$ cat src/design/mi4_pkg.sv
`timescale 1ns / 1ps
// shared types and constants of the 4x4 matrix inverse
package mi4_pkg;

    localparam int N_ELEM      = 16;
    localparam int POS_W       = 4;
    localparam int QUEUE_DEPTH = 4;

    typedef logic [POS_W-1:0] t_pos;

    localparam t_pos LAST_POS = t_pos'(N_ELEM - 1);

    typedef struct packed {
        t_pos idx;
        logic last;
    } t_tag;

    typedef struct packed {
        t_pos position;
        logic singular;
        logic last;
    } t_res;

endpackage

$ cat src/design/mi4_front.sv
`timescale 1ns / 1ps
// input side: accepts elements and tags each with its slot in the matrix
module mi4_front #(
    parameter int ELEMENT_WIDTH = 32
) (
    input  logic                     i_clk,
    input  logic                     i_rst_n,
    input  logic                     i_push,
    input  logic [ELEMENT_WIDTH-1:0] i_element,
    output logic                     o_full,
    input  logic                     i_q_full,
    output logic                     o_q_push,
    output logic [ELEMENT_WIDTH-1:0] o_q_elem,
    output mi4_pkg::t_tag            o_q_tag
);

    mi4_pkg::t_pos r_load_count;
    mi4_pkg::t_pos n_load_count;

    assign o_full   = i_q_full;
    assign o_q_push = i_push && !i_q_full;
    assign o_q_elem = i_element;

    always_comb begin
        o_q_tag.idx  = r_load_count;
        o_q_tag.last = (r_load_count == mi4_pkg::LAST_POS);
        n_load_count = o_q_push ? r_load_count + 1'b1 : r_load_count;
    end

    always_ff @(posedge i_clk) begin
        if (!i_rst_n) begin
            r_load_count <= '0;
        end else begin
            r_load_count <= n_load_count;
        end
    end

endmodule

$ cat config.mk
export PLATFORM = sky130hd
export DESIGN_NAME = mi4_front
export DESIGN_NICKNAME = d
export VERILOG_FILES = /design/src/design/mi4_pkg.sv /design/src/design/mi4_front.sv
export SDC_FILE = /design/constraint.sdc
export NUM_CORES = 1
export LEC_CHECK = 0
export BUFFER_PORTS_ARGS = -buffer_cell sky130_fd_sc_hd__buf_2
export CAP_MARGIN = 20
export CORE_MARGIN = 2
export CORE_UTILIZATION = 28
export CTS_BUF_LIST = sky130_fd_sc_hd__clkbuf_8
export DETAILED_ROUTE_END_ITERATION = 8
export PLACE_DENSITY_LB_ADDON = 0.05
export SLEW_MARGIN = 20
export SYNTH_ARGS = -nofsm -noshare
export SYNTH_HDL_FRONTEND = slang
export SYNTH_SLANG_ARGS = --single-unit
$ cat constraint.sdc
create_clock -name i_clk -period 1.2 [get_ports i_clk]
set_input_delay 0.12 -clock i_clk [delete_from_list [all_inputs] [get_ports i_clk]]
set_output_delay 0.12 -clock i_clk [all_outputs]
set_load 0.1 [all_outputs]
; ---- Yosys cells after proc, flatten, opt, wreduce, memory -nomap -nowiden
; Cells that the tools add are included.
[word_totals]
regBits = 4
inputBits = 36
elab_cells = 5
[op_classes]
n_addsub = 1
n_eq_ne = 1
n_reduce_logical = 2
[op_table]
columns = op, count
row1 = adder 4 x 1 -> 4 bit (second input constant), 1
row2 = equality test 4 bit (second input constant), 1
row3 = logical AND 1 bit, 1
row4 = logical NOT 1 bit, 1

; ---- Longest topological paths before layout
; Gate-level depths: netlist (run 1).
[logic_depth]
depth_word = 2
ltp_mapped = 4

; ---- Worst setup path after synthesis (run 1)
; No wires, ideal clock.
[synth_path]
path_kind = register to output
startpoint = register r_load_count[0]
endpoint = output port o_q_tag[0] (netlist name)
t_arrival_ps = 2063
required_time_ps = 1080
slack_ps = -983
path_stages_with_launch = 3
path_cell_list = dfxtp_1 -> ha_1 -> and3_1
[synth_rtl]
columns = element, line
row1 = "start, declared", mi4_front.sv:17  ; mi4_pkg::t_pos r_load_count;
row2 = "start signal, assigned", mi4_front.sv:34  ; r_load_count <= n_load_count;
row3 = "end, declared", mi4_front.sv:14  ; output mi4_pkg::t_tag o_q_tag

==> impl_results.md, run 1 <==
* Outcome: finished clean
* Placer Congestion at 0.6326
* WL met1 at 188 um
* Ys Warns at 0
* Worst Setup End Kind: output pin
* Worst Hold End: r_load_count[2]$_SDFFE_PN0P_
* Largest net degree at the start of global routing at 6
* Seq cells post-synth at 4
* Fin Hold WS at 0.1542 ns
* Post-Synthesis Cells at 51
* I/O pin cnt at 75
* Most frequent cells in the layout: buf_12 (6), buf_2 (4), dfxtp_4 (4)
* Largest Register: r_load_count
* Starting Density at 29.66%
* Unique cell type count in the Yosys netlist at 14
* Final worst slack at 0.02479 ns
* Leak pwr at 0.0001898 uW
* Max-slew violations at 0
* Post-place setup slack at 0.2135 ns
* DRT Pass-1 Iters at 1
* Crit-path max FO at 2
* Final setup vio count at 0
* R2R setup slack at 0.25 ns
* Critical Path RT at 1.08 ns
* Final Hold Fails at 0
* Final period utilization at 97.93%
* RSZ-0062 raised after global routing: no
* Commonest non-fill, non-tap cell in the layout: buf_12
* Worst reg2reg path endpoint: r_load_count[2]$_SDFFE_PN0P_
* Nets at 72
* Post-synth top area cell: buf_4
* GR Overflow Total at 0
* Util after Layout at 29.75%
* Total CTS buffers at 3
* Hold Crit Class: in -> reg
* Clk root buf: clkbuf_8
* Die Wd at 43.72 um
* Core ar. at 0.001489 mm^2
* Die height at 43.72 um
* Crit Path Class: reg -> out
* Vias in the first global route at 227
* Synth Area per Inst at 8.660 um^2
* Area contributors post-synth: buf_4 (56%), dfxtp_1 (18%), mux2i_1 (4.5%)
* Post-synth top area share at 56.09%
* TritonCTS clock tree: done
* Initial antenna violation count at 0
* First-pass GRT wire length at 1290 um
* Max-Cap Viols at 0
* Drt via density at 4.776
* Pwr/cell area at 1230 mW/mm^2
* Syn_nets at 88
* H-tree depth at 1
* Die area at 0.001911 mm^2
* Worst hold path depth at 2
* Max rail drop VDD at 0.7192 mV
* Worst-skew pair later-pin latency at 0.22 ns
* Register area share after synthesis at 18.13%
* P&R area growth vs syn at 0.2832%
* Number of routed nets with antenna violations at 0
* Std-Cell Rows at 14
* Worst-Margin Slew at 0.4842 ns
* Uppermost layer routed: met4
* Worst r2r path cells at 4
* Worst hold start: i_rst_n
* DR WL/cell at 20.73 um
* Total track usage at 9.949%
* Max reg flops at 4
* Antenna diodes at 0
* Cell Area, Synth at 441.7 um^2
* Critical path startpoint category: register
* WL final at 1016 um
* Worst-path clk slew at 0.03 ns
* Fmax achieved at 0.8509 GHz
* Worst R2R Start: r_load_count[1]$_SDFFE_PN0P_
* Starting DRC count in detailed routing at 0
* Slew HR at 67.94%
* Residual DRC count at 0
* Largest regs: r_load_count x4
* Share of layout cells above drive strength 1 at 66.67%
* Clk sinks at 4
* Clock skew at 0.00002494 ns
* Port Buffers at 10
* DR WL met3 at 265 um
* Via count at 234
* Min cycle time layout at 1.175 ns
* Arrival time worst endpoint at 1.06 ns
* CTS max path bufs at 2
* Metal2 WL at 359 um
worst max-delay path by stage:
| stage | from | end | slack (ns) | depth (start not counted) |
|---|---|---|---|---|
| 6_report | r_load_count[1]$_SDFFE_PN0P_ | o_q_tag[0] | 0.02 | 3 |
| 5_1_grt | r_load_count[1]$_SDFFE_PN0P_ | o_q_tag[0] | 0.006 | 3 |
| 4_1_cts | r_load_count[1]$_SDFFE_PN0P_ | o_q_tag[0] | 0.02 | 3 |
| 3_5_place_dp | r_load_count[0]$_SDFFE_PN0P_ | o_q_tag[0] | 0.21 | 3 |
| 3_3_place_gp | r_load_count[1]$_SDFFE_PN0P_ | o_q_tag[0] | 0.22 | 3 |
| 2_1_floorplan | r_load_count[0]$_SDFFE_PN0P_ | o_q_tag[0] | -0.01 | 2 |
cells in the mapped netlist:
library cell,number
ha_1,1
xnor2_1,1
nor2b_1,1
or2b_1,1
mux2i_1,2
buf_4,33
nand4_1,1
nor2b_4,1
nand3b_1,1
xor2_1,1
and3_1,1
nand2_1,1
dfxtp_1,4
and2_1,2
cell type report:
type | count | area [um^2]
fill | 149 | 1046
clock buffer | 3 | 41.29
tap | 16 | 20.02
multi-input combinational | 14 | 131.4
timing repair buffer | 12 | 155.1
sequential | 4 | 95.09
kinds of logic (layout without fill, tap and decap cells):
group	Yosys count	after routing	synth area share (%)
multiplexers	2	2	4.533
XOR/XNOR	2	2	3.967
buffers and inverters	33	15	56.09
adder cells (fa/ha/maj)	1	1	2.832
AND/OR/NAND/NOR	9	9	14.45
flip-flops	4	4	18.13
metrics by stage:
| stage | total power, uW | TNS, ns | area, um^2 | instances |
|---|---|---|---|---|
| after floorplan | 721.8 | -0.01254 | 474.2 | 51 |
| after global placement | 257.8 | 0 | 386.6 | 44 |
| after detailed placement | 258.7 | 0 | 386.6 | 44 |
| after CTS | 555.7 | 0 | 442.9 | 49 |
| after global routing | 561.5 | 0 | 442.9 | 49 |
| final | 545.0 | 0 | 442.9 | 49 |
layer usage:
layer	vias up	global-route usage (%)
met5	-	0
met4	0	21.21
met3	32	8.750
met2	26	11.47
met1	83	5.556
li1	93	-
where the power goes:
part	internal [uW]	total (uW)	switching, uW
sequential	133	137	4.65
clock	214	283	68.8
combinational	45.6	125	79.4
worst max-delay path: stages (launching register included):
cell	delay [ns]
dfxtp_4	0.35
ha_4	0.13
and3_4	0.19
buf_12	0.17
repair_timing:
item | CTS | global route
hold buffers | 0 | 0
resized for setup | 0 | 0
setup buffers | 2 | 0
endpoints found under the setup margin | 1 | 0
(Power assumes the default switching activity.)
==> run 2, diff against run 1 <==
--- a/config.mk
+++ b/config.mk
@@ -12,6 +12,7 @@
 export CTS_BUF_LIST = sky130_fd_sc_hd__clkbuf_8
 export DETAILED_ROUTE_END_ITERATION = 8
 export PLACE_DENSITY_LB_ADDON = 0.05
+export SETUP_SLACK_MARGIN = 0.5
 export SLEW_MARGIN = 20
 export SYNTH_ARGS = -nofsm -noshare
 export SYNTH_HDL_FRONTEND = slang
==> impl_results.md, run 2 (synthesis gave the netlist of run 1 again) <==
* First-pass GRT wire length at 1297 um (was 1290 um)
* Nets at 77 (was 72)
* Placer Congestion at 0.6405 (was 0.6326)
* Crit-path max FO at 2 (unchanged)
* Worst hold start: i_rst_n (unchanged)
* Initial antenna violation count at 0 (unchanged)
* Leak pwr at 0.0002232 uW (was 0.0001898 uW)
* Most frequent cells in the layout: buf_4 (7), buf_12 (6), dfxtp_4 (4) (was buf_12 (6), buf_2 (4), dfxtp_4 (4))
* Slew HR at 81.68% (was 67.94%)
* Post-route cell area at 503.0 um^2 (was 442.9 um^2)
* Worst R2R Start: r_load_count[0]$_SDFFE_PN0P_ (was r_load_count[1]$_SDFFE_PN0P_)
* Filler Cell Count at 148 (was 149)
* Die area at 0.001911 mm^2 (unchanged)
* I/O pin cnt at 75 (unchanged)
* Starting Density at 29.66% (unchanged)
* Arrival time worst endpoint at 1.03 ns (was 1.06 ns)
* Core ar. at 0.001489 mm^2 (unchanged)
* Max rail drop VDD at 0.5892 mV (was 0.7192 mV)
* Drt via density at 4.463 (was 4.776)
* Crit-path cells: ha_4 > and3_4 > buf_12 (unchanged)
* Total CTS buffers at 3 (unchanged)
* Residual DRC count at 0 (unchanged)
* Pwr/cell area at 1094 mW/mm^2 (was 1230 mW/mm^2)
* Die Wd at 43.72 um (unchanged)
* GR Overflow Total at 0 (unchanged)
* Comb pwr share at 25.3% (was 22.9%)
* Hold Crit Class: in -> reg (unchanged)
* Worst hold path depth at 2 (unchanged)
* Largest net degree at the start of global routing at 6 (unchanged)
* Commonest non-fill, non-tap cell in the layout: buf_4 (was buf_12)
* Largest Register: r_load_count (unchanged)
* CTS max path bufs at 2 (unchanged)
* DRT Pass-1 Iters at 1 (unchanged)
* Max-Cap Viols at 0 (unchanged)
* DR WL/cell at 18.19 um (was 20.73 um)
* Worst Setup End Kind: output pin (unchanged)
* Final setup vio count at 0 (unchanged)
* Worst-skew pair later-pin latency at 0.21 ns (was 0.22 ns)
* Vias in the first global route at 263 (was 227)
* Number of routed nets with antenna violations at 0 (unchanged)
* Net switching power at 146.9 uW (was 152.9 uW)
* Internal at 403.6 uW (was 392.1 uW)
* Total track usage at 9.601% (was 9.949%)
* H-tree depth at 1 (unchanged)
* Clk root buf: clkbuf_8 (unchanged)
* Cell Area, Placed at 386.6 um^2 (unchanged)
* Max reg flops at 4 (unchanged)
* Clock power share at 49.7% (was 51.8%)
* Crit Path Class: reg -> out (unchanged)
* Fmax achieved at 0.8683 GHz (was 0.8509 GHz)
* Reg power frac at 25.0% (was 25.2%)
* Max-slew violations at 0 (unchanged)
* CP peak stage delay at 0.35 ns (about the same)
* Final Hold Fails at 0 (unchanged)
* Clk sinks at 4 (unchanged)
* Crit-path slowest cell: dfxtp_4 (unchanged)
* WL final at 982 um (was 1016 um)
* Sw Ratio at 26.68% (was 28.05%)
* Starting DRC count in detailed routing at 0 (unchanged)
* Critical path startpoint category: register (unchanged)
* P&R area growth vs syn at 13.88% (was 0.2832%)
* Antenna diodes at 0 (unchanged)
* Min cycle time layout at 1.152 ns (was 1.175 ns)
* Via count at 241 (was 234)
* Fin Hold WS at 0.1605 ns (was 0.1542 ns)
* Clock skew at 0.001527 ns (was 0.00002494 ns)
* Worst-path clk slew at 0.03 ns (about the same)
* Worst r2r path cells at 4 (unchanged)
* Share of layout cells above drive strength 1 at 71.05% (was 66.67%)
* Outcome: finished clean (unchanged)
* Worst-Margin Slew at 0.2770 ns (was 0.4842 ns)
* Std-Cell Rows at 14 (unchanged)
* RSZ-0062 raised after global routing: yes (was no)
* Largest regs: r_load_count x4 (unchanged)
* TritonCTS clock tree: done (unchanged)
* CP startpoint: r_load_count[0]$_SDFFE_PN0P_ (was r_load_count[1]$_SDFFE_PN0P_)
* Number of hold buffers added after cts at 0 (unchanged)
* Final period utilization at 95.98% (was 97.93%)
* Die height at 43.72 um (unchanged)
* Port Buffers at 10 (unchanged)
* Critical Path RT at 1.08 ns (about the same)
==> run 2: metrics by stage <==
stage / setup slack, ns / setup TNS (ns) / power (uW) / cells / util, %
global route: 0.02805 / 0 / 571.5 / 54 / 33.78
floorplan: -0.01233 / -0.01233 / 721.6 / 51 / -
detailed placement: 0.2188 / 0 / 258.2 / 44 / 25.97
finish: 0.04826 / 0 / 550.5 / 54 / 33.78
global placement: 0.2231 / 0 / 257.4 / 44 / 25.97
CTS: 0.03664 / 0 / 557.5 / 51 / 31.76
==> run 2: cell type report <==
class                   count  area [um^2]  share of cell area (%)
flip-flops and latches      4        95.09                   18.91
repair buffers             17        215.2                   42.79
multi-input cells          14        131.4                   26.12
clock buffers               3        41.29                   8.209
well taps                  16        20.02                   3.980
==> run 2: final timing paths <==
path	endpoint	slack, ns
max	o_q_tag[0]	0.05
min	r_load_count[0]$_SDFFE_PN0P_	0.16
max reg2reg	r_load_count[2]$_SDFFE_PN0P_	0.25
min reg2reg	r_load_count[3]$_SDFFE_PN0P_	0.62
==> run 2: routing by layer <==
metal	global-route usage, %	wire length [um]
met5	0	0
met4	18.79	112
met3	5.417	211
met2	12.35	429
met1	6.801	229
==> run 2: worst max-delay path, delay by kind of cell, from the launching register on <==
kind | cells | cell delay [ns]
adder cells (fa/ha/maj) | 1 | 0.13
AND/OR/NAND/NOR | 1 | 0.18
buffers and inverters | 1 | 0.17
flip-flops | 1 | 0.35
==> run 2: power by group through the flow <==
stage	sequential, uW	clock (uW)	combinational [uW]
CTS	137	284	136
floorplan	173	0	549
global route	138	288	146
finish	138	274	139
detailed placement	144	0	114
global placement	144	0	114
==> run 2: repair_timing <==
| action | in CTS | in global routing |
|---|---|---|
| cloned | 0 | 0 |
| endpoints found under the setup margin | 11 | 10 |
| gates resized for setup | 4 | 2 |
| pin swaps | 3 | 3 |
| buffers inserted | 4 | 3 |
