===== config.mk =====
export PLATFORM = sky130hd
export DESIGN_NAME = mi4_queue
export DESIGN_NICKNAME = d
export VERILOG_FILES = /design/src/design/mi4_pkg.sv /design/src/design/mi4_queue.sv
export SDC_FILE = /design/constraint.sdc
export NUM_CORES = 1
export LEC_CHECK = 0
export BUFFER_PORTS_ARGS = -buffer_cell sky130_fd_sc_hd__buf_2
export CORE_MARGIN = 2
export CORE_UTILIZATION = 45
export DETAILED_ROUTE_END_ITERATION = 12
export MAX_ROUTING_LAYER = met4
export SYNTH_ARGS = -nofsm -noshare
export SYNTH_HDL_FRONTEND = slang
export SYNTH_SLANG_ARGS = --single-unit

===== constraint.sdc =====
create_clock -name i_clk -period 3.2 [get_ports i_clk]
set_input_delay 0.16 -clock i_clk [delete_from_list [all_inputs] [get_ports i_clk]]
set_output_delay 0.16 -clock i_clk [all_outputs]
set_load 0.05 [all_outputs]

===== src/design/mi4_pkg.sv =====
`timescale 1ns / 1ps
// shared types and constants of the 4x4 matrix inverse
package mi4_pkg;

    localparam int N_ELEM      = 16;
    localparam int POS_W       = 4;
    localparam int QUEUE_DEPTH = 4;

    typedef logic [POS_W-1:0] t_pos;

    localparam t_pos LAST_POS = t_pos'(N_ELEM - 1);

    typedef struct packed {
        t_pos idx;
        logic last;
    } t_tag;

    typedef struct packed {
        t_pos position;
        logic singular;
        logic last;
    } t_res;

endpackage


===== src/design/mi4_queue.sv =====
`timescale 1ns / 1ps
// short request queue between the front and the back
module mi4_queue #(
    parameter int DATA_W = 37
) (
    input  logic              i_clk,
    input  logic              i_rst_n,
    input  logic              i_push,
    input  logic [DATA_W-1:0] i_data,
    output logic              o_full,
    input  logic              i_pop,
    output logic [DATA_W-1:0] o_data,
    output logic              o_empty
);

    localparam int AW = $clog2(mi4_pkg::QUEUE_DEPTH);

    logic [DATA_W-1:0] r_mem [mi4_pkg::QUEUE_DEPTH];
    logic [AW-1:0]     r_wr;
    logic [AW-1:0]     r_rd;
    logic [AW:0]       r_cnt;
    logic              wr_en;
    logic              rd_en;

    assign o_full  = (r_cnt == (AW+1)'(mi4_pkg::QUEUE_DEPTH));
    assign o_empty = (r_cnt == '0);
    assign o_data  = r_mem[r_rd];
    assign wr_en   = i_push && !o_full;
    assign rd_en   = i_pop && !o_empty;

    always_ff @(posedge i_clk) begin
        if (!i_rst_n) begin
            r_wr  <= '0;
            r_rd  <= '0;
            r_cnt <= '0;
        end else begin
            if (wr_en) begin
                r_wr <= r_wr + 1'b1;
            end
            if (rd_en) begin
                r_rd <= r_rd + 1'b1;
            end
            r_cnt <= r_cnt + (AW+1)'(wr_en) - (AW+1)'(rd_en);
        end
    end

    always_ff @(posedge i_clk) begin
        if (wr_en) begin
            r_mem[r_wr] <= i_data;
        end
    end

endmodule


* After elaboration in Yosys (flattened, before gate mapping)
Memory sizes are Yosys's and may differ from the RTL's. A register that Yosys moved wholly into a read port is not among the register bits.
Index checks and enable logic that the tools add are counted.
** Storage, ports and cells
- Flip-flop bits (word level) :: 7
- Bits in latches :: 0
- Bits in writable memories :: 148
- Bits in read-only memories :: 0
- Bits of input ports :: 41
- Output and inout bits :: 39
- Word-level logic and storage cells :: 18
- Memories kept :: 1
** Operators by class
- Add/subtract/negate cells :: 4
- Multiply operators :: 0
- Divide/modulo/power cells :: 0
- Magnitude comparators :: 0
- Equal/unequal tests :: 1
- Shift-type cells :: 0
- Muxes and demuxes :: 4
- Bitwise gates (word level) :: 0
- Reduce and logical (&&, ||, !) cells :: 5
** Memories
- r_mem :: depth 4, width 37, rd ports 1, clocked after memory_dff 1, write ports 1, line mi4_queue.sv:18 : logic [DATA_W-1:0] r_mem [mi4_pkg::QUEUE_DEPTH];
** Operators by type and width (number)
- 2-bit by 1-bit adder with 2-bit output, second input constant :: 2
- 2-bit 2-to-1 mux :: 2
- 3-bit by 1-bit adder with 3-bit output :: 1
- 3-bit equality test, second input constant :: 1
- 3-bit zero test :: 1
- 3-bit by 1-bit subtractor with 3-bit output :: 1
- 1-bit logical AND :: 2
- 1-bit zero test :: 2
- 1-bit 2-to-1 mux :: 2

* Longest topological paths before layout
Gate-level depths: netlist of run 1.
- Depth after elaboration :: 5
- Gate-level depth with buffers :: 11
- Depth with buffers taken out :: 10

* Worst setup path before layout of run 1
No wires, ideal clock.
- Path type :: flip-flop to flip-flop
- From :: reg r_cnt[1]
- To :: reg r_cnt[2]
- Setup time :: 0.115 ns
- Arrival time :: 2.515 ns
- Required time :: 3.085 ns
- Path slack :: 0.570 ns
- Cell stages (with the launch flop) :: 10
- Path buffers :: 0
- Period minus slack after synthesis :: 2.630 ns
- Path through :: dfxtp_1 -> nor3_2 -> nor2b_1 -> ha_1 -> inv_1 -> ha_1 -> fa_1 -> xnor2_1 -> xnor2_1 -> and2_1
** Between the ends
- Elaborated cells between the ends (all ways) :: 8
** RTL lines
- start: declaration :: line mi4_queue.sv:21 : logic [AW:0] r_cnt;
- start signal: assignment :: line mi4_queue.sv:43 : r_cnt <= r_cnt + (AW+1)'(wr_en) - (AW+1)'(rd_en);
- 3-bit zero test :: line mi4_queue.sv:26 : assign o_empty = (r_cnt == '0);
- named net o_empty :: line mi4_queue.sv:13 : output logic o_empty
- 1-bit zero test :: line mi4_queue.sv:29 : assign rd_en = i_pop && !o_empty;
- 1-bit logical AND :: line mi4_queue.sv:29
- named net rd_en :: line mi4_queue.sv:23 : logic rd_en;
- 3-bit by 1-bit subtractor with 3-bit output :: line mi4_queue.sv:43
The timed path passes the listed nets, and every way through them passes these cells.
A chain may end at the register's enable or synchronous reset.

==> results of run 1 <==
-- worst max path at each step --
stage	start	end	slack (ns)	cells after the start
2_1_floorplan	r_cnt[1]	r_cnt[2]	0.57	9
3_3_place_gp	r_cnt[2]	r_cnt[2]	0.87	10
3_5_place_dp	r_cnt[2]	r_cnt[2]	0.85	10
4_1_cts	register	o_data[31]	0.72	3
5_1_grt	r_cnt[2]	r_cnt[2]	0.64	10
6_report	register	o_data[31]	0.82	3
-- cell usage after synthesis (all sizes together) --
cell	instances
edfxtp	148
nor3b	1
o21ai	3
buf	8
clkbuf	2
mux2i	2
ha	6
nand4bb	1
xnor2	2
fa	1
nor3	1
dfxtp	9
inv	6
mux4	37
a21boi	1
nand2	6
nor2b	2
and2	7
or3	1
-- per-stage QoR --
step                worst slack (ns)  hold WS, ns  total power [mW]  cells
detailed placement            0.8498       0.3813             4.394    493
floorplan                     0.5697       0.2589             4.024    244
finish                        0.8167      0.06761             6.186    562
global placement              0.8740       0.3722             4.377    493
CTS                           0.7199      0.05150             6.274    562
global route                  0.6415      0.08832             6.452    562
-- logic make-up after synthesis --
| group | count (synthesis) | share of synthesized area [%] |
|---|---|---|
| DFF | 157 | 78.64 |
| xor gates and xnor gates | 2 | 0.2979 |
| buffers and inverters | 16 | 2.085 |
| adders and majority gates | 7 | 1.617 |
| muxes | 39 | 14.96 |
| AOI/OAI and AO/OA | 4 | 0.3830 |
| and+or+nand+nor | 19 | 2.021 |
-- flip-flops by register name (all words and copies together) (netlist names), named ones only --
signal and flops:
r_rd 2, r_cnt 3, r_wr 2, r_mem 148
-- cells in the final DEF, fill, tap and decap left out, types with 3 or more instances in the layout --
master	count
sky130_fd_sc_hd__mux4_2	30
sky130_fd_sc_hd__and2_2	4
sky130_fd_sc_hd__dlygate4sd3_1	37
sky130_fd_sc_hd__dfxtp_1	7
sky130_fd_sc_hd__mux4_1	7
sky130_fd_sc_hd__and2_1	3
sky130_fd_sc_hd__clkbuf_16	17
sky130_fd_sc_hd__edfxtp_1	148
sky130_fd_sc_hd__o21ai_0	3
sky130_fd_sc_hd__buf_2	79
sky130_fd_sc_hd__ha_1	6
sky130_fd_sc_hd__clkbuf_1	3
sky130_fd_sc_hd__clkinv_1	8
sky130_fd_sc_hd__inv_1	6
sky130_fd_sc_hd__buf_4	7
sky130_fd_sc_hd__nand2_1	6
-- where the power goes --
| group | internal, mW | switching (mW) |
|---|---|---|
| Clock | 1.12 | 0.718 |
| Combinational | 0.573 | 1.16 |
| Sequential | 2.50 | 0.115 |
| Total | 4.19 | 2.00 |
-- layer usage --
metal	routed length [microns]	vias up	track usage (%)
met5	0	-	-
met4	167	0	6.325
met3	416	15	4.923
met2	5061	64	24.60
met1	4440	1402	20.03
li1	-	1283	-
-- worst max-delay path: stages (launching register included) --
cell                      delay (ns)
sky130_fd_sc_hd__dfxtp_2        0.67
sky130_fd_sc_hd__buf_12         0.30
sky130_fd_sc_hd__mux4_1         0.60
sky130_fd_sc_hd__buf_2          0.23
-- area by class of cell --
| class | instances | area, sq um |
|---|---|---|
| inverters | 6 | 22.52 |
| flip-flops and latches | 157 | 4627 |
| clock buffers | 20 | 436.7 |
| fillers | 969 | 5290 |
| multi-input cells | 71 | 1139 |
| repair buffers | 124 | 838.3 |
| clock inverters | 12 | 102.6 |
| well taps | 172 | 215.2 |
==> impl_metrics.toml, run 1 <==
[global_routing]
grt_pass1_vias = 2997
grt.overflow.total = 0
grt_antenna_before_repair = 0
grt_start_max_net_pins = 38
grt_first_pass_wirelength_microns = 15880
grtUsageTotal_pct = 16.01

[floorplanning]
die_width_microns = 118.3
fp-row-count = 41
floorplan.initialDensity_pct = 46.41
chipHeight_microns = 118.3
design.core.area_sq_um = 12670
boundaryPins = 80
die_area_sq_um = 14000

[finish]
antenna-diode-count = 0
final_layout_size_suffix_gt1_share_pct = 37.44
syn2layout_area_growth_pct = 25.51
layout.nets = 425
layout.cell_area.non_filler_sq_um = 7381
utilization_pct = 58.25

[timing]
clock-skew-final_ns = 0.004606
setup_viol = 0
final_hold_violating_endpoints = 0
maxSlewViolCount = 0
period_minus_slack_ns = 2.383
setup_total_negative_slack_ns = 0
max_freq_ghz = 0.4196
period_share_pct = 74.48
slew-limit-headroom_pct = 55.40
rsz0062_at_grt = "false"
timing_worst_slew_pin_value_ns = 0.6690

[power_and_ir_drop]
static-leakage-power_nw = 2.559
total_power_per_unit_cell_area_nw_per_um2 = 838.2
ir_drop_uv = 566.2

[logic_synthesis]
syn_nets = 292
sequential_cell_area_fraction_in_the_yosys_report_pct = 78.64
average_footprint_of_a_synthesized_cell_sq_um = 24.10
yosys.area.top_type = "sky130_fd_sc_hd__edfxtp_1"
yosysUniqueCellTypes = 23
yosysWarningCount = 0
synth_top_area_share_pct = 75.57
synth.cell_area_sq_um = 5881
area_contributors_post_synth = "sky130_fd_sc_hd__edfxtp_1 (76%), sky130_fd_sc_hd__mux4_2 (11%), sky130_fd_sc_hd__mux4_1 (3.1%), sky130_fd_sc_hd__dfxtp_1 (3.1%), sky130_fd_sc_hd__ha_1 (1.3%)"
synth_seq_cells = 157
syn-instance-count = 244

[route]
route.antenna.remaining_nets = 0
postRouteWirelength_microns = 10090
vias_per_cell = 4.918
drc = 0
initial_drt_pass_iterations = 4
vias = 2764
wl_per_cell_microns = 17.94
drt_iter0_markers = 191

[setup_path]
worstSetupEndpointType = "output port"
cp_data_arrival_time_ns = 2.22
reg2reg_depth = 10
r2r_slack_ns = 0.86
critical_path_class = "register to output port"
worstPathRequired_ns = 3.04
crit-reg2reg-capture = "r_cnt[2]"
r2r_start = "r_cnt[2]"
start_kind = "register"
worstPathMaxFanout = 23

[cts]
cts_made_buffers = 17
cts_resized = 0
root_buffer = "sky130_fd_sc_hd__clkbuf_16"
post_cts.repair.setup_buffers = 0
tritoncts = "built"
clock_latency_at_the_later_pin_of_the_worst_skew_pair_ns = 0.41
htreeDepth = 4
clkTransAtPathRegs_ns = 0.06
clock_sink_count = 157
cts_max_path_buffers = 2
cts.hold.buffers_added = 37

[run_status]
status = "complete, no violations"

[placement]
port_buffers = 79
routabilityCongestion = 0.7158
place.detailed.hpwl_microns = 6054
placement_stage_cell_area_sq_um = 6471

[run]
drv_cap = 0

[worst_hold_path]
timing.hold.worst.start = "i_pop"
holdPathEnd = "r_rd[0]"
min_delay_path_depth = 3
worst_hold_path_type = "input port to register"
Note: power is estimated with default switching activity, not from simulation.
==> inputs of run 2 (changes only) <==
Settings changed: ABC_AREA from default to 1.
Clock period 3.2 ns to 2.2 ns, I/O delays scaled along.
==> impl_metrics.toml, run 2 <==
[logic_synthesis]
yosys.area.top_type = "sky130_fd_sc_hd__edfxtp_1"
syn-instance-count = 426
synth_top_cells_by_count = "sky130_fd_sc_hd__edfxtp_1 (148), sky130_fd_sc_hd__nor2_1 (86), sky130_fd_sc_hd__o21ai_0 (46), sky130_fd_sc_hd__o22ai_1 (37), sky130_fd_sc_hd__o21ai_1 (28)"
average_footprint_of_a_synthesized_cell_sq_um = 14.01
synth_seq_cells = 157
synth_async_sr_flop_share_pct = 0
yosysWarningCount = 0
yosys.cell_count.top_type = "sky130_fd_sc_hd__edfxtp_1"
area_contributors_post_synth = "sky130_fd_sc_hd__edfxtp_1 (74%), sky130_fd_sc_hd__nor2_1 (5.4%), sky130_fd_sc_hd__o22ai_1 (3.9%), sky130_fd_sc_hd__o21ai_0 (3.9%), sky130_fd_sc_hd__dfxtp_1 (3.0%)"
yosysUniqueCellTypes = 18
syn_nets = 474
synth_top_area_share_pct = 74.45
synth.cell_area_sq_um = 5969
sequential_cell_area_fraction_in_the_yosys_report_pct = 77.47
synth-edff-count = 148
dominantRegCellSynth = "sky130_fd_sc_hd__edfxtp_1"

[cts]
clock_latency_at_the_later_pin_of_the_worst_skew_pair_ns = 0.42
tritoncts = "built"
post_cts.repair.setup_buffers = 0
cts_max_path_buffers = 2
cts_resized = 0
cts.hold.buffers_added = 40
clkTransAtPathRegs_ns = 0.06
root_buffer = "sky130_fd_sc_hd__clkbuf_16"
cts_made_buffers = 17
htreeDepth = 4
clock_sink_count = 157

[timing]
timing_worst_slew_pin_value_ns = 0.2990
period_share_pct = 89.78
max_freq_ghz = 0.5063
setup_viol = 0
slew-limit-headroom_pct = 80.06
maxSlewViolCount = 0
clock-skew-final_ns = 0.003657
final_hold_violating_endpoints = 0
timing.final.ws_setup_ns = 0.2249
setup_total_negative_slack_ns = 0
period_minus_slack_ns = 1.975
rsz0062_at_grt = "false"

[floorplanning]
die_width_microns = 119.2
die_area_sq_um = 14200
chipHeight_microns = 119.2
boundaryPins = 80
fp-row-count = 42
design.core.area_sq_um = 13090
floorplan.initialDensity_pct = 45.62

[finish]
largestRegisters = "r_mem (148), r_cnt (3)"
final_layout_size_suffix_gt1_share_pct = 22.61
layout.cell_area.non_filler_sq_um = 7676
footprint_of_the_flip_flops_and_latches_sq_um = 4626
antenna-diode-count = 0
most_common_cell_after_layout_fill_and_taps_aside = "sky130_fd_sc_hd__edfxtp_1"
max_ffs_per_register = 148
layout.cells.most_common_list = "sky130_fd_sc_hd__edfxtp_1 (148), sky130_fd_sc_hd__nor2_1 (82), sky130_fd_sc_hd__buf_2 (79)"
layout.nets = 603
multiInputGateArea_sq_um = 1147
fillerInstances = 1069
syn2layout_area_growth_pct = 28.59
utilization_pct = 58.66
registers.top_by_ff_count = "r_mem"

[global_routing]
met2_usage_pct = 29.09
grt_start_max_net_pins = 47
grt_first_pass_wirelength_microns = 19240
grt_antenna_before_repair = 0
use_met1_pct = 23.12
grt.overflow.total = 0
grt_busiest_layer = "met2"
grt_pass1_vias = 3711
use_met3_pct = 5.795
grtUsageTotal_pct = 18.74

[power_and_ir_drop]
total_power_per_unit_cell_area_nw_per_um2 = 1297
ir_drop_uv = 779.8
static-leakage-power_nw = 2.810
total_chip_power_mw = 9.955

[route]
vias_per_cell = 5.042
initial_drt_pass_iterations = 4
postRouteWirelength_microns = 12000
drc = 0
vias = 3741
drt_iter0_markers = 221
route.antenna.remaining_nets = 0
wl_per_cell_microns = 16.17

[run_status]
status = "complete, no violations"

[placement]
port_buffers = 79
routabilityCongestion = 0.7895
placement_stage_cell_area_sq_um = 6628
place.detailed.hpwl_microns = 6664
dpl_worst_slack_ns = 0.3255

[setup_path]
path_buf_inv = 2
critPathTopFamily = "buffers and inverters"
timing.critical_path.cells = "buf_4 -> o21ai_0 -> o22ai_1 -> buf_2"
critPathMaxStageDelay_ns = 0.45
worstSetupEndpointType = "output port"
start_kind = "register"
worstPathMaxFanout = 28
worstPathRequired_ns = 2.09
r2r_slack_ns = 0.32
cp_data_arrival_time_ns = 1.87
timing.critical_path.slowest_stage_cell = "sky130_fd_sc_hd__dfxtp_2"
critical_path_class = "register to output port"

[worst_hold_path]
worst_hold_path_type = "input port to register"

[run]
drv_cap = 0
run 2: cell count changes after synthesis, moves of 12 or more:
cell                      previous run  this run
sky130_fd_sc_hd__o21ai_0             3        46
sky130_fd_sc_hd__inv_1               6        18
sky130_fd_sc_hd__o21ai_1             0        28
sky130_fd_sc_hd__o22ai_1             0        37
sky130_fd_sc_hd__mux4_2             30         0
sky130_fd_sc_hd__nor2_1              0        86
run 2: cell type report:
class	instances	share of cell area (%)
Clock inverter	13	2.901
Clock buffer	17	5.542
Multi-Input combinational cell	227	14.95
Inverter	19	0.9291
Tap cell	176	2.869
Sequential cell	157	60.26
Timing Repair Buffer	133	12.55
run 2: worst paths after layout:
check / startpoint / to / cells past startpoint
max: register / o_data[27] / 4
max reg2reg: r_cnt[1] / r_cnt[2] / 10
min reg2reg: r_rd[0] / r_rd[0] / 2
min: i_data[7] / r_mem[1][7] / 2
run 2: cell families after synthesis:
family | synth area share [%]
simple gates | 6.623
compound gates | 10.50
buf+inv | 3.815
flops | 77.47
fa+ha+maj | 1.593
run 2: per-layer routing:
metal | vias up | wire length (microns)
met5 | - | 0
met4 | 0 | 225
met3 | 21 | 581
met2 | 92 | 5824
met1 | 1801 | 5368
li1 | 1827 | -
run 2: where the power goes:
part	total (mW)	switching, mW	internal, mW
logic	3.01	2.27	0.740
registers	3.75	0.105	3.64
clock network	3.19	1.09	2.10
total	9.96	3.47	6.48
run 2: per-stage QoR:
step / cells / hold WS (ns)
after floorplan: 426 / 0.2035
after global placement: 672 / 0.3231
after detailed placement: 672 / 0.3253
after CTS: 742 / 0.4117
after global routing: 742 / 0.4375
final: 742 / 0.4363
run 2: worst reg2reg max path, stage by stage (launching register included):
cell and delay, ns:
sky130_fd_sc_hd__dfxtp_1 0.32, sky130_fd_sc_hd__nor2_1 0.15, sky130_fd_sc_hd__nand2_1 0.14, sky130_fd_sc_hd__inv_1 0.10, sky130_fd_sc_hd__nor2_1 0.04, sky130_fd_sc_hd__ha_1 0.26, sky130_fd_sc_hd__inv_1 0.04, sky130_fd_sc_hd__ha_1 0.18
sky130_fd_sc_hd__fa_1 0.37, sky130_fd_sc_hd__a21oi_1 0.12, sky130_fd_sc_hd__nor2_1 0.06
